$ cat src/hdl/led_bar_mode_controller_core_defines.svh
// ----------------------------------------------------------------------------
// LED bar mode controller assertion macros
// Shorthand for the concurrent checks of the core, clocked on clk and
// disabled while arst_n is low.
// ----------------------------------------------------------------------------
`ifndef LED_BAR_MODE_CONTROLLER_CORE_DEFINES_SVH
`define LED_BAR_MODE_CONTROLLER_CORE_DEFINES_SVH

// Condition must imply the consequence in the same cycle.
`define LBMC_ASSERT_IMPLIES(lbl, ante, cons, msg) \
	lbl: assert property (@(posedge clk) disable iff (!arst_n) (ante) |-> (cons)) \
		else $error(msg);

// Condition must imply the consequence in the next cycle.
`define LBMC_ASSERT_NEXT(lbl, ante, cons, msg) \
	lbl: assert property (@(posedge clk) disable iff (!arst_n) (ante) |=> (cons)) \
		else $error(msg);

`endif

$ cat src/hdl/lbmc_pkg.sv
// ----------------------------------------------------------------------------
// LED bar mode controller package
// Widths, register indexes, state encodings and shared helpers.
// ----------------------------------------------------------------------------
package lbmc_pkg;

	localparam int LED_COUNT   = 4;
	localparam int LED_IDX_W   = $clog2(LED_COUNT);
	localparam int LIT_W       = $clog2(LED_COUNT + 1);
	localparam int TIME_BITS   = 32;
	localparam int INTERVAL_W  = 16;
	localparam int TEMP_W      = 15;
	localparam int OFFSET_W    = 11;
	localparam int MODE_W      = 2;
	localparam int CFG_INDEX_W = 3;
	localparam int CFG_DATA_W  = 16;

	typedef logic [TIME_BITS-1:0]       time_t;
	typedef logic [INTERVAL_W-1:0]      interval_t;
	typedef logic signed [TEMP_W-1:0]   temp_t;
	typedef logic signed [OFFSET_W-1:0] offset_t;
	typedef logic [LED_COUNT-1:0]       lamp_t;
	typedef logic [LIT_W-1:0]           lit_t;
	typedef logic [MODE_W-1:0]          mode_t;

	// Register indexes on the configuration port
	typedef enum logic [CFG_INDEX_W-1:0] {
		REG_RAMP_ON    = 3'd0,
		REG_RAMP_OFF   = 3'd1,
		REG_SAMPLE     = 3'd2,
		REG_INIT_BASE  = 3'd3,
		REG_OFFSET0    = 3'd4,
		REG_OFFSET1    = 3'd5,
		REG_OFFSET2    = 3'd6,
		REG_OFFSET3    = 3'd7
	} cfg_reg_t;

	// Codes on active_mode
	localparam mode_t MODE_IDLE = 2'd0;
	localparam mode_t MODE_RAMP = 2'd1;
	localparam mode_t MODE_TEMP = 2'd2;

	typedef enum logic [2:0] {
		TOP_IDLE = 3'b001,
		TOP_RAMP = 3'b010,
		TOP_TEMP = 3'b100
	} top_mode_t;

	typedef enum logic [4:0] {
		RP_INIT = 5'b00001,
		RP_ON   = 5'b00010,
		RP_OFF  = 5'b00100,
		RP_MIN  = 5'b01000,
		RP_MAX  = 5'b10000
	} ramp_phase_t;

	typedef enum logic [3:0] {
		TP_INIT   = 4'b0001,
		TP_IDLE   = 4'b0010,
		TP_SAMPLE = 4'b0100,
		TP_BASE   = 4'b1000
	} temp_phase_t;

	typedef struct packed {
		interval_t                   ramp_on;
		interval_t                   ramp_off;
		interval_t                   sample;
		temp_t                       initial_base;
		logic [LED_COUNT-1:0][OFFSET_W-1:0] offset;
	} cfg_t;

	typedef struct packed {
		ramp_phase_t phase;
		lit_t        lit;
		time_t       mark;
	} ramp_state_t;

	typedef struct packed {
		temp_phase_t phase;
		time_t       last;
		temp_t       base;
	} temp_state_t;

	typedef struct packed {
		logic  lamp_we;
		lamp_t lamp;
		logic  sampled;
	} temp_out_t;

	// Wrapping elapsed-time check
	function automatic logic time_reached(time_t now, time_t mark, interval_t ivl);
		time_t diff;
		diff = now - mark;
		return diff >= TIME_BITS'(ivl);
	endfunction

	function automatic mode_t mode_code(top_mode_t m);
		mode_t code;
		unique case (m)
			TOP_RAMP: code = MODE_RAMP;
			TOP_TEMP: code = MODE_TEMP;
			default:  code = MODE_IDLE;
		endcase
		return code;
	endfunction

endpackage

$ cat src/hdl/lbmc_if.sv
// ----------------------------------------------------------------------------
// LED bar mode controller channels
// Valid/ready request channels for loop items and results.
// ----------------------------------------------------------------------------
interface lbmc_in_if import lbmc_pkg::*; ();
	logic  valid;
	logic  ready;
	time_t now_ms;
	logic  ramp_select;
	logic  button_held;
	temp_t temperature;

	modport source (output valid, now_ms, ramp_select, button_held, temperature,
		input ready);
	modport sink (input valid, now_ms, ramp_select, button_held, temperature,
		output ready);
endinterface

interface lbmc_out_if import lbmc_pkg::*; ();
	logic  valid;
	logic  ready;
	lamp_t led_mask;
	mode_t active_mode;
	logic  sample_taken;
	temp_t base_temperature;

	modport source (output valid, led_mask, active_mode, sample_taken, base_temperature,
		input ready);
	modport sink (input valid, led_mask, active_mode, sample_taken, base_temperature,
		output ready);
endinterface

$ cat src/hdl/lbmc_cfg.sv
// ----------------------------------------------------------------------------
// LED bar mode controller configuration registers
// Write-only register bank with reset defaults.
// ----------------------------------------------------------------------------
module lbmc_cfg import lbmc_pkg::*; (
	input  logic                   clk,
	input  logic                   arst_n,
	input  logic                   we,
	input  logic [CFG_INDEX_W-1:0] index,
	input  logic [CFG_DATA_W-1:0]  wdata,
	output cfg_t                   cfg
);

	localparam interval_t RAMP_ON_RST  = 16'd1000;
	localparam interval_t RAMP_OFF_RST = 16'd500;
	localparam interval_t SAMPLE_RST   = 16'd500;
	localparam temp_t     BASE_RST     = 15'sd2400;
	localparam offset_t   OFFSET0_RST  = -11'sd100;
	localparam offset_t   OFFSET1_RST  = 11'sd50;
	localparam offset_t   OFFSET2_RST  = 11'sd100;
	localparam offset_t   OFFSET3_RST  = 11'sd150;

	cfg_t cfg_q;

	always_ff @(posedge clk or negedge arst_n) begin
		if (!arst_n) begin
			cfg_q.ramp_on      <= RAMP_ON_RST;
			cfg_q.ramp_off     <= RAMP_OFF_RST;
			cfg_q.sample       <= SAMPLE_RST;
			cfg_q.initial_base <= BASE_RST;
			cfg_q.offset[0]    <= OFFSET0_RST;
			cfg_q.offset[1]    <= OFFSET1_RST;
			cfg_q.offset[2]    <= OFFSET2_RST;
			cfg_q.offset[3]    <= OFFSET3_RST;
		end else if (we) begin
			unique case (cfg_reg_t'(index))
				REG_RAMP_ON:   cfg_q.ramp_on      <= wdata[INTERVAL_W-1:0];
				REG_RAMP_OFF:  cfg_q.ramp_off     <= wdata[INTERVAL_W-1:0];
				REG_SAMPLE:    cfg_q.sample       <= wdata[INTERVAL_W-1:0];
				REG_INIT_BASE: cfg_q.initial_base <= wdata[TEMP_W-1:0];
				REG_OFFSET0:   cfg_q.offset[0]    <= wdata[OFFSET_W-1:0];
				REG_OFFSET1:   cfg_q.offset[1]    <= wdata[OFFSET_W-1:0];
				REG_OFFSET2:   cfg_q.offset[2]    <= wdata[OFFSET_W-1:0];
				REG_OFFSET3:   cfg_q.offset[3]    <= wdata[OFFSET_W-1:0];
				default:       cfg_q.ramp_on      <= cfg_q.ramp_on;
			endcase
		end
	end

	assign cfg = cfg_q;

endmodule

$ cat src/hdl/lbmc_ramp.sv
// ----------------------------------------------------------------------------
// LED bar mode controller ramp step
// Next-state logic of the ramp machine for one loop pass.
// ----------------------------------------------------------------------------
module lbmc_ramp import lbmc_pkg::*; (
	input  ramp_state_t cur,
	input  lamp_t       lamp_in,
	input  time_t       now,
	input  logic        held,
	input  interval_t   on_ivl,
	input  interval_t   off_ivl,
	output ramp_state_t nxt,
	output lamp_t       lamp_out
);

	lit_t lit_dec;
	logic on_due;
	logic off_due;

	assign lit_dec = cur.lit - LIT_W'(1);
	assign on_due  = time_reached(now, cur.mark, on_ivl);
	assign off_due = time_reached(now, cur.mark, off_ivl);

	always_comb begin
		nxt      = cur;
		lamp_out = lamp_in;
		unique case (cur.phase)
			RP_ON: begin
				if (!held) begin
					nxt.phase = RP_OFF;
					nxt.mark  = now;
				end else if (on_due) begin
					if (cur.lit < LIT_W'(LED_COUNT)) begin
						lamp_out[cur.lit[LED_IDX_W-1:0]] = 1'b1;
						nxt.lit = cur.lit + LIT_W'(1);
					end else begin
						nxt.phase = RP_MAX;
						nxt.lit   = LIT_W'(LED_COUNT);
					end
					nxt.mark = now;
				end
			end
			RP_OFF: begin
				if (held) begin
					nxt.phase = RP_ON;
					nxt.mark  = now;
				end else if (off_due) begin
					if (cur.lit != '0) begin
						nxt.lit = lit_dec;
						// counts at or above the bar width darken nothing
						if (lit_dec < LIT_W'(LED_COUNT))
							lamp_out[lit_dec[LED_IDX_W-1:0]] = 1'b0;
					end else begin
						nxt.phase = RP_MIN;
						nxt.lit   = '0;
					end
					nxt.mark = now;
				end
			end
			RP_MIN: begin
				if (held) begin
					nxt.phase = RP_ON;
					nxt.mark  = now;
					nxt.lit   = '0;
				end
			end
			RP_MAX: begin
				if (!held) begin
					nxt.phase = RP_OFF;
					nxt.mark  = now;
				end
			end
			default: begin
				// first pass after entering ramp mode: clear the bar
				lamp_out  = '0;
				nxt.phase = RP_MIN;
				nxt.lit   = '0;
			end
		endcase
	end

endmodule

$ cat src/hdl/lbmc_temp.sv
// ----------------------------------------------------------------------------
// LED bar mode controller temperature step
// Next-state logic of the temperature machine: sampling, thresholds, base.
// ----------------------------------------------------------------------------
module lbmc_temp import lbmc_pkg::*; (
	input  temp_state_t cur,
	input  time_t       now,
	input  logic        held,
	input  temp_t       temperature,
	input  cfg_t        cfg,
	output temp_state_t nxt,
	output temp_out_t   res
);

	temp_phase_t                phase;
	logic signed [TEMP_W:0]     temp_ext;
	logic signed [TEMP_W:0]     thr [LED_COUNT];
	lamp_t                      cmp;

	assign temp_ext = (TEMP_W+1)'(temperature);

	always_comb begin
		for (int i = 0; i < LED_COUNT; i++) begin
			thr[i] = (TEMP_W+1)'(cur.base) + (TEMP_W+1)'($signed(cfg.offset[i]));
			cmp[i] = temp_ext >= thr[i];
		end
	end

	// a held button always pulls the machine into the base wait
	assign phase = held ? TP_BASE : cur.phase;

	always_comb begin
		nxt         = cur;
		res.lamp_we = 1'b0;
		res.lamp    = cmp;
		res.sampled = 1'b0;
		unique case (phase)
			TP_INIT: begin
				nxt.base  = cfg.initial_base;
				nxt.phase = TP_SAMPLE;
			end
			TP_IDLE: begin
				nxt.phase = TP_IDLE;
				if (time_reached(now, cur.last, cfg.sample))
					nxt.phase = TP_SAMPLE;
			end
			TP_SAMPLE: begin
				nxt.last    = now;
				nxt.phase   = TP_IDLE;
				res.lamp_we = 1'b1;
				res.sampled = 1'b1;
			end
			TP_BASE: begin
				nxt.phase = TP_BASE;
				if (!held) begin
					nxt.base    = temperature;
					nxt.phase   = TP_SAMPLE;
					res.sampled = 1'b1;
				end
			end
			default: nxt.phase = TP_INIT;
		endcase
	end

endmodule

$ cat src/hdl/led_bar_mode_controller_core.sv
// ----------------------------------------------------------------------------
// LED bar mode controller core
// Ramp and temperature display modes for a four-LED bar, one loop pass per item.
// ----------------------------------------------------------------------------
// Takes one loop pass per clock cycle while the result side does not stall. An
// accepted request lands in an input register; once its pass can move on, the
// mode state registers and the result register load from it on the same edge,
// and the result is offered from the result register. Back-to-back requests flow
// at one per cycle while results are taken. The input side stays ready while the
// input register is empty or its pass can move on, which it does when the result
// register is empty or is being taken; a stalled result stops the input register
// and the mode state registers. Configuration writes take effect on the next cycle
// and belong between passes, with no request in flight.
`include "led_bar_mode_controller_core_defines.svh"

module led_bar_mode_controller_core import lbmc_pkg::*; (
	input  logic                   clk,
	input  logic                   arst_n,
	lbmc_in_if.sink                item_in,
	lbmc_out_if.source             result_out,
	input  logic                   cfg_we,
	input  logic [CFG_INDEX_W-1:0] cfg_index,
	input  logic [CFG_DATA_W-1:0]  cfg_wdata
);

	cfg_t        cfg;

	logic        valid_s1;
	time_t       now_s1;
	logic        slider_s1;
	logic        held_s1;
	temp_t       temp_s1;
	logic        advance;

	top_mode_t   top_q, top_nxt;
	ramp_state_t ramp_q, ramp_calc, ramp_nxt;
	temp_state_t temp_q, temp_calc, temp_nxt;
	lamp_t       lamp_q, lamp_nxt, ramp_lamp;
	temp_out_t   temp_res;
	logic        sampled;

	logic        out_valid_q;
	lamp_t       led_mask_q;
	mode_t       mode_q;
	logic        sample_q;
	temp_t       base_q;

	lbmc_cfg u_cfg (
		.clk    (clk),
		.arst_n (arst_n),
		.we     (cfg_we),
		.index  (cfg_index),
		.wdata  (cfg_wdata),
		.cfg    (cfg)
	);

	lbmc_ramp u_ramp (
		.cur      (ramp_q),
		.lamp_in  (lamp_q),
		.now      (now_s1),
		.held     (held_s1),
		.on_ivl   (cfg.ramp_on),
		.off_ivl  (cfg.ramp_off),
		.nxt      (ramp_calc),
		.lamp_out (ramp_lamp)
	);

	lbmc_temp u_temp (
		.cur         (temp_q),
		.now         (now_s1),
		.held        (held_s1),
		.temperature (temp_s1),
		.cfg         (cfg),
		.nxt         (temp_calc),
		.res         (temp_res)
	);

	assign advance       = valid_s1 && (!out_valid_q || result_out.ready);
	assign item_in.ready = !valid_s1 || advance;

	// Input register
	always_ff @(posedge clk or negedge arst_n) begin
		if (!arst_n) begin
			valid_s1 <= 1'b0;
		end else if (item_in.ready) begin
			valid_s1 <= item_in.valid;
		end
	end

	always_ff @(posedge clk) begin
		if (item_in.valid && item_in.ready) begin
			now_s1    <= item_in.now_ms;
			slider_s1 <= item_in.ramp_select;
			held_s1   <= item_in.button_held;
			temp_s1   <= item_in.temperature;
		end
	end

	// Mode selection; the pass that changes mode does not run either machine
	always_comb begin
		top_nxt  = top_q;
		ramp_nxt = ramp_q;
		temp_nxt = temp_q;
		lamp_nxt = lamp_q;
		sampled  = 1'b0;
		unique case (top_q)
			TOP_IDLE: begin
				if (slider_s1) begin
					top_nxt        = TOP_RAMP;
					ramp_nxt.phase = RP_INIT;
				end else begin
					top_nxt = TOP_TEMP;
				end
			end
			TOP_RAMP: begin
				if (!slider_s1) begin
					top_nxt        = TOP_TEMP;
					ramp_nxt.phase = RP_INIT;
				end else begin
					ramp_nxt = ramp_calc;
					lamp_nxt = ramp_lamp;
				end
			end
			TOP_TEMP: begin
				// slider is ignored during the base wait
				if (slider_s1 && temp_q.phase != TP_BASE) begin
					top_nxt = TOP_RAMP;
				end else begin
					temp_nxt = temp_calc;
					sampled  = temp_res.sampled;
					if (temp_res.lamp_we)
						lamp_nxt = temp_res.lamp;
				end
			end
			default: top_nxt = TOP_IDLE;
		endcase
	end

	always_ff @(posedge clk or negedge arst_n) begin
		if (!arst_n) begin
			top_q  <= TOP_IDLE;
			ramp_q <= '{phase: RP_INIT, lit: '0, mark: '0};
			temp_q <= '{phase: TP_INIT, last: '0, base: '0};
			lamp_q <= '0;
		end else if (advance) begin
			top_q  <= top_nxt;
			ramp_q <= ramp_nxt;
			temp_q <= temp_nxt;
			lamp_q <= lamp_nxt;
		end
	end

	// Result register
	always_ff @(posedge clk or negedge arst_n) begin
		if (!arst_n) begin
			out_valid_q <= 1'b0;
		end else if (advance) begin
			out_valid_q <= 1'b1;
		end else if (result_out.ready) begin
			out_valid_q <= 1'b0;
		end
	end

	always_ff @(posedge clk) begin
		if (advance) begin
			led_mask_q <= lamp_nxt;
			mode_q     <= mode_code(top_nxt);
			sample_q   <= sampled;
			base_q     <= temp_nxt.base;
		end
	end

	assign result_out.valid            = out_valid_q;
	assign result_out.led_mask         = led_mask_q;
	assign result_out.active_mode      = mode_q;
	assign result_out.sample_taken     = sample_q;
	assign result_out.base_temperature = base_q;

	`LBMC_ASSERT_IMPLIES(a_max_full, ramp_q.phase == RP_MAX,
		(ramp_q.lit == LIT_W'(LED_COUNT)) && (lamp_q == '1), "ramp top reached without full bar")
	`LBMC_ASSERT_IMPLIES(a_min_empty, ramp_q.phase == RP_MIN, ramp_q.lit == '0,
		"ramp bottom with nonzero count")
	`LBMC_ASSERT_IMPLIES(a_sample_mode, result_out.valid && result_out.sample_taken,
		result_out.active_mode == MODE_TEMP, "sample reported outside temperature mode")
	`LBMC_ASSERT_NEXT(a_result_lands, advance, result_out.valid,
		"advanced pass left no result")

endmodule

$ cat src/flat_wrapper.sv
// flat-port wrapper written by rule: the top's interface ports become plain ports
module led_bar_mode_controller_core_flat import lbmc_pkg::*;
  (clk, arst_n, cfg_we, cfg_index, cfg_wdata, item_in_valid, item_in_now_ms, item_in_ramp_select, item_in_button_held, item_in_temperature, item_in_ready, result_out_valid, result_out_led_mask, result_out_active_mode, result_out_sample_taken, result_out_base_temperature, result_out_ready);
  lbmc_in_if item_in_i ();
  lbmc_out_if result_out_i ();
  input  logic clk;
  input  logic arst_n;
  input  logic cfg_we;
  input  logic [CFG_INDEX_W-1:0] cfg_index;
  input  logic [CFG_DATA_W-1:0] cfg_wdata;
  input wire logic [$bits(item_in_i.valid)-1:0] item_in_valid;
  input wire logic [$bits(item_in_i.now_ms)-1:0] item_in_now_ms;
  input wire logic [$bits(item_in_i.ramp_select)-1:0] item_in_ramp_select;
  input wire logic [$bits(item_in_i.button_held)-1:0] item_in_button_held;
  input wire logic [$bits(item_in_i.temperature)-1:0] item_in_temperature;
  output wire logic [$bits(item_in_i.ready)-1:0] item_in_ready;
  output wire logic [$bits(result_out_i.valid)-1:0] result_out_valid;
  output wire logic [$bits(result_out_i.led_mask)-1:0] result_out_led_mask;
  output wire logic [$bits(result_out_i.active_mode)-1:0] result_out_active_mode;
  output wire logic [$bits(result_out_i.sample_taken)-1:0] result_out_sample_taken;
  output wire logic [$bits(result_out_i.base_temperature)-1:0] result_out_base_temperature;
  input wire logic [$bits(result_out_i.ready)-1:0] result_out_ready;
  assign item_in_i.valid = item_in_valid;
  assign item_in_i.now_ms = item_in_now_ms;
  assign item_in_i.ramp_select = item_in_ramp_select;
  assign item_in_i.button_held = item_in_button_held;
  assign item_in_i.temperature = item_in_temperature;
  assign item_in_ready = item_in_i.ready;
  assign result_out_valid = result_out_i.valid;
  assign result_out_led_mask = result_out_i.led_mask;
  assign result_out_active_mode = result_out_i.active_mode;
  assign result_out_sample_taken = result_out_i.sample_taken;
  assign result_out_base_temperature = result_out_i.base_temperature;
  assign result_out_i.ready = result_out_ready;
  led_bar_mode_controller_core u_core (.clk(clk), .arst_n(arst_n), .item_in(item_in_i), .result_out(result_out_i), .cfg_we(cfg_we), .cfg_index(cfg_index), .cfg_wdata(cfg_wdata));
endmodule
$ cat config.mk
export PLATFORM = sky130hd
export DESIGN_NAME = led_bar_mode_controller_core_flat
export DESIGN_NICKNAME = d
export VERILOG_FILES = /design/src/hdl/lbmc_pkg.sv /design/src/hdl/lbmc_if.sv /design/src/hdl/lbmc_cfg.sv /design/src/hdl/lbmc_ramp.sv /design/src/hdl/lbmc_temp.sv /design/src/hdl/led_bar_mode_controller_core.sv /design/src/flat_wrapper.sv
export VERILOG_INCLUDE_DIRS = /design/src /design/src/hdl
export SDC_FILE = /design/constraint.sdc
export NUM_CORES = 1
export LEC_CHECK = 0
export BUFFER_PORTS_ARGS = -buffer_cell sky130_fd_sc_hd__buf_2
export CORE_UTILIZATION = 39
export CTS_BUF_LIST = sky130_fd_sc_hd__clkbuf_8 sky130_fd_sc_hd__clkbuf_16
export DETAILED_ROUTE_END_ITERATION = 6
export PLACE_DENSITY = 0.57
export SYNTH_ARGS = -nofsm -noshare
export SYNTH_HDL_FRONTEND = slang
export SYNTH_SLANG_ARGS = --single-unit
$ cat constraint.sdc
create_clock -name clk -period 15.1 [get_ports clk]
set_input_delay 4.53 -clock clk [delete_from_list [all_inputs] [get_ports clk]]
set_output_delay 4.53 -clock clk [all_outputs]
set_load 0.01 [all_outputs]
Yosys cells after proc, flatten, opt, wreduce, memory -nomap -nowiden
Index checks and enable logic that the tools add are counted.
{"block": "totals", "ff_bits": 278, "input_bits": 73, "out_inout_bits": 24, "word_cells": 173}
{"block": "classes", "addsub": 8, "n_lt_le_gt_ge": 13, "eq_ne": 36, "muxes": 55, "bitwise_logic": 6, "reduce_logical": 29}
{"op": "$pmux W32 S4", "n": 1}
{"op": "$mux W40", "n": 3}
{"op": "$ge A32 B16 Y1", "n": 3}
{"op": "$mux W32", "n": 3}
{"op": "$add A15 B11 Y16", "n": 4}
{"op": "$ge A15 B16 Y1", "n": 4}
{"op": "$sub A32 B32 Y32", "n": 2}
{"op": "$mux W4", "n": 12}
{"op": "$mux W15", "n": 3}
{"op": "$mux W5", "n": 7}
{"op": "$pmux W15 S2", "n": 1}
{"op": "$mux W3", "n": 8}
{"op": "$ne A5 B5 Y1 const B", "n": 4}
{"op": "$pmux W5 S4", "n": 1}
{"op": "$eq A3 B3 Y1 const B", "n": 6}
{"op": "$reduce_and A9 Y1", "n": 2}
{"op": "$pmux W4 S4", "n": 1}
{"op": "$reduce_and A2 Y1", "n": 8}
{"op": "$eq A3 B2 Y1 const B", "n": 4}
{"op": "$ne A4 B4 Y1 const B", "n": 3}
{"op": "$pmux W3 S4", "n": 1}
{"op": "$pmux W4 S3", "n": 1}
{"op": "$pmux W5 S2", "n": 1}
{"op": "$pmux W3 S3", "n": 1}
{"op": "other kinds (38)", "n": 63}

Depth between registers and ports, before layout
{"block": "logic_depth", "depth_word": 14, "ltp_mapped": 25, "ltp_nobuf": 25}

Modules after synthesis
From an unflattened synthesis, not the netlist that was laid out.
{"block": "unflattened", "cells_unflattened": 2257, "area_unflattened_um2": 22192.5}
{"mod": "lbmc_temp", "n_inst": 1, "cells_each": 955, "area_per_inst_um2": 6712.7, "seq_area_each_um2": 0.0}
{"mod": "led_bar_mode_controller_core", "n_inst": 1, "cells_each": 371, "area_per_inst_um2": 6596.3, "seq_area_each_um2": 4638.2}
{"mod": "lbmc_ramp", "n_inst": 1, "cells_each": 697, "area_per_inst_um2": 4650.7, "seq_area_each_um2": 0.0}
{"mod": "lbmc_cfg", "n_inst": 1, "cells_each": 234, "area_per_inst_um2": 4232.8, "seq_area_each_um2": 2726.4}

Least setup slack after synthesis
Ideal clock, no wire load.
{"block": "synth_timing", "kind": "input port to output port", "start": "input result_out_ready", "end": "output item_in_ready", "t_arrival_ns": 4.739, "required_ns": 10.570, "slack_ns": 5.831, "cell_stages": 1, "path_buffers": 0, "cell_sequence": "nand3b_1"}
{"block": "synth_between", "elab_chain_cells": 3}
{"item": "start: declaration", "line_no": "flat_wrapper.sv:22", "text": "input wire logic [$bits(result_out_i.ready)-1:0] result_out_ready;"}
{"item": "$logic_or A1 B1 Y1", "line_no": "led_bar_mode_controller_core.sv:78", "text": "assign advance = valid_s1 && (!out_valid_q || result_out.ready);"}
{"item": "$logic_and A1 B1 Y1", "line_no": "led_bar_mode_controller_core.sv:78"}
{"item": "$logic_or A1 B1 Y1", "line_no": "led_bar_mode_controller_core.sv:79", "text": "assign item_in.ready = !valid_s1 || advance;"}
{"item": "end: declaration", "line_no": "flat_wrapper.sv:16", "text": "output wire logic [$bits(item_in_i.ready)-1:0] item_in_ready;"}
No other way between the ends.

Worst setup path after layout
Ends and elaborated chain as after synthesis.

==> qor.csv <==
metric,value,unit
status,"finished, final reports clean",
Net Switching,1.42,mW
vias per cell,5.43,
leakage,10.0,nW
Post-Syn Area per Cell,9.66,sq um
post-CTS setup buffers,0,
vias in the first global route,15400,
GR Util All Layers,21.0,%
final setup violation count,0,
number of hold violations in the final report,0,
measured slew at the worst slew-check pin,1.17,ns
share of cells above drive strength 1,15.7,%
Final nets,2457,
Post-CTS Hold Fix Bufs,0,
Clock Root Buffer,clkbuf_16,
clock buffer depth,3,
core area,0.0502,sq mm
Post-synth EDFFs,71,
proportion of synthesized chip area in sequential cells,37.1,%
Top Ports,97,
Worst Path Required,10.57,ns
ranking of synthesized cells by area,"dfrtp_1 (21%), ha_1 (15%), edfxtp_1 (11%), dfstp_2 (5.6%), mux2_2 (4.7%)",
largest net degree at the start of global routing,98,
via count,15400,
Hold WC Path Type,register to register,
H-Tree Level Count,2,
Worst EP arrival,4.96,ns
CTS Buf Count,37,
pwr dens,164,mW/mm^2
Synth Net Count,2372,
diode count,0,
Yosys warnings,0,
DIE HEIGHT,227,microns
Starting Density,39.5,%
Die Area,0.0517,sq mm
number of library cell types mapped by synthesis,87,
Clk pwr share,24.7,%
DR WL/cell,18.7,microns
I/O Buffers,96,
worst IR drop on VDD,0.0000813,V
Final GP Congestion,0.891,
Worst R2R Path Depth,22,
post_cts resized,0,
ys async rst share,74.5,%
fill count,4797,
drt drc,0,
post-synth top area share,20.8,%
Final Skew,0.0152,ns
RSZ-0062 raised after global routing,false,
Int Power,2.22,mW
max frequency,0.105,GHz
multi-input logic area,0.0115,sq mm
reg-to-reg startpoint,u_core.temp_q[0],
FF/Latch Area,0.00736,sq mm
setup TNS,0,ns
max-cap violation count,0,
initial antenna violation count,0,
share of power burned in registers,29.9,%
fin crit period,9.49,ns
Synth Flop Type,dfrtp_1,
Clock Sinks,278,
Rel. slew slack,21.9,%
Routed Antenna Nets,0,
Iter 0 DRT Violations,849,
first-pass GRT wire length,84800,microns
sw frac,39.0,%
Worst setup EP type,output pin,
Final HPWL DP,39700,microns
synth cell count leaders,"ha_1 (240), nand2_1 (189), inv_1 (172)",
combinational share of power,45.4,%
chip width,227,microns
CP Launch Type,primary input,
cell with the most instances after synthesis,ha_1,
fin crit share,62.8,%
Final Power,3.65,mW
DRT Wirelength,53000,microns
Worst-path clk slew,0.06,ns
Worst Setup EP,item_in_ready,
Critical R2R Capture,u_core.result_out.led_mask[1],
synthesized instance count,2053,
max-slew violations,0,
CP Launch Point,result_out_ready,
Synth Cell Area,0.0198,sq mm
CTS tree,built,
Synth area leader,dfrtp_1,
Rows,82,
area delta synth->final,12.0,%
Min-Delay Path Depth,1,
Clock Latency Late Sink,0.55,ns
TritonRoute pass-1 iters,5,
CP max FO,3,
kind of critical path,primary input to output pin,
R2R setup slack,9.22,ns
hold_sp,u_core.u_cfg.cfg[44],
GRT overflow,0,
Yosys reg bits,278,
==> critical path: stages <==
cell and delay [ns]:
buf_2 0.10, nand3b_1 0.17, buf_2 0.15
==> cells by family (layout without fill, tap and decap cells) <==
kind of cell / count (synthesis) / count (layout) / synth area share (%)
flops: 278 / 278 / 37.1
simple gates: 493 / 493 / 12.0
buf+inv: 233 / 347 / 4.82
xor+xnor: 84 / 84 / 3.71
mux: 124 / 124 / 7.52
compound gates: 595 / 595 / 19.1
fa+ha+maj: 246 / 246 / 15.8
==> per-layer routing <==
layer | track usage, % | part of all wire (%) | up-vias
li1 | - | - | 7647
met1 | 28.0 | 47 | 7423
met2 | 35.1 | 47 | 266
met3 | 2.89 | 3.6 | 87
met4 | 6.73 | 2.6 | 0
met5 | 0 | 0 | -
==> how the worst min path moves through the flow <==
stage	to	slack (ns)
floorplan	u_core.result_out.valid	0.46
global placement	u_core.result_out.valid	0.48
detailed placement	u_core.ramp_q[10]	0.49
CTS	u_core.u_cfg.cfg[44]	0.51
global route	u_core.u_cfg.cfg[54]	0.52
finish	u_core.u_cfg.cfg[44]	0.51
==> final cells by class <==
| type | count | share of cell area [%] |
|---|---|---|
| Clock buffer | 41 | 4.57 |
| Clock inverter | 27 | 1.03 |
| Inverter | 173 | 2.92 |
| Multi-Input combinational cell | 1542 | 52.0 |
| Sequential cell | 278 | 33.2 |
| Tap cell | 672 | 3.79 |
| Timing Repair Buffer | 106 | 2.55 |
==> cells in the final DEF (no fill, tap or decap), types with 30 or more instances in the layout <==
cell / Yosys / layout
buf_2: 7 / 95
o21bai_1: 31 / 31
o21ai_0: 170 / 170
edfxtp_1: 71 / 71
clkbuf_16: 0 / 40
mux2_2: 83 / 83
a21o_1: 48 / 48
xnor2_1: 55 / 55
dfstp_2: 42 / 42
nand2b_1: 32 / 32
ha_1: 240 / 240
dfrtp_1: 165 / 165
inv_1: 172 / 185
a21oi_1: 146 / 146
nand3_1: 33 / 33
nand2_1: 189 / 189
nor3_1: 31 / 30
nor2_1: 94 / 92
==> registers in the layout, indices dropped and copies added, names as in the netlist <==
register / flops
u_core.u_cfg.cfg: 107
u_core.temp_q: 51
u_core.ramp_q: 40
u_core.now_s1: 32
u_core.result_out.base_temperature: 15
u_core.temp_s1: 15
u_core.lamp_q: 4
u_core.result_out.led_mask: 4
u_core.top_q: 3
u_core.result_out.active_mode: 2
u_core.held_s1: 1
u_core.result_out.sample_taken: 1
u_core.result_out.valid: 1
u_core.slider_s1: 1
u_core.valid_s1: 1
==> per-stage QoR <==
stage / hold slack [ns] / setup slack (ns) / utilization, % / cells / area, sq um
finish: 0.506 / 5.61 / 44.3 / 2839 / 22200
floorplan: 0.457 / 5.83 / - / 2053 / 19800
global route: 0.522 / 5.59 / 44.3 / 2839 / 22200
detailed placement: 0.493 / 5.61 / 41.8 / 2771 / 21000
CTS: 0.507 / 5.61 / 44.3 / 2839 / 22200
global placement: 0.477 / 5.60 / 41.8 / 2771 / 21000
==> power groups by stage <==
stage / clock [mW] / sequential (mW) / combinational (mW)
final: 0.902 / 1.09 / 1.66
after global routing: 0.960 / 1.11 / 1.89
after CTS: 0.931 / 1.09 / 1.66
after detailed placement: 0 / 1.10 / 1.65
after global placement: 0 / 1.10 / 1.60
after floorplan: 0 / 1.04 / 1.26
Note: power is estimated with default switching activity, not from simulation.
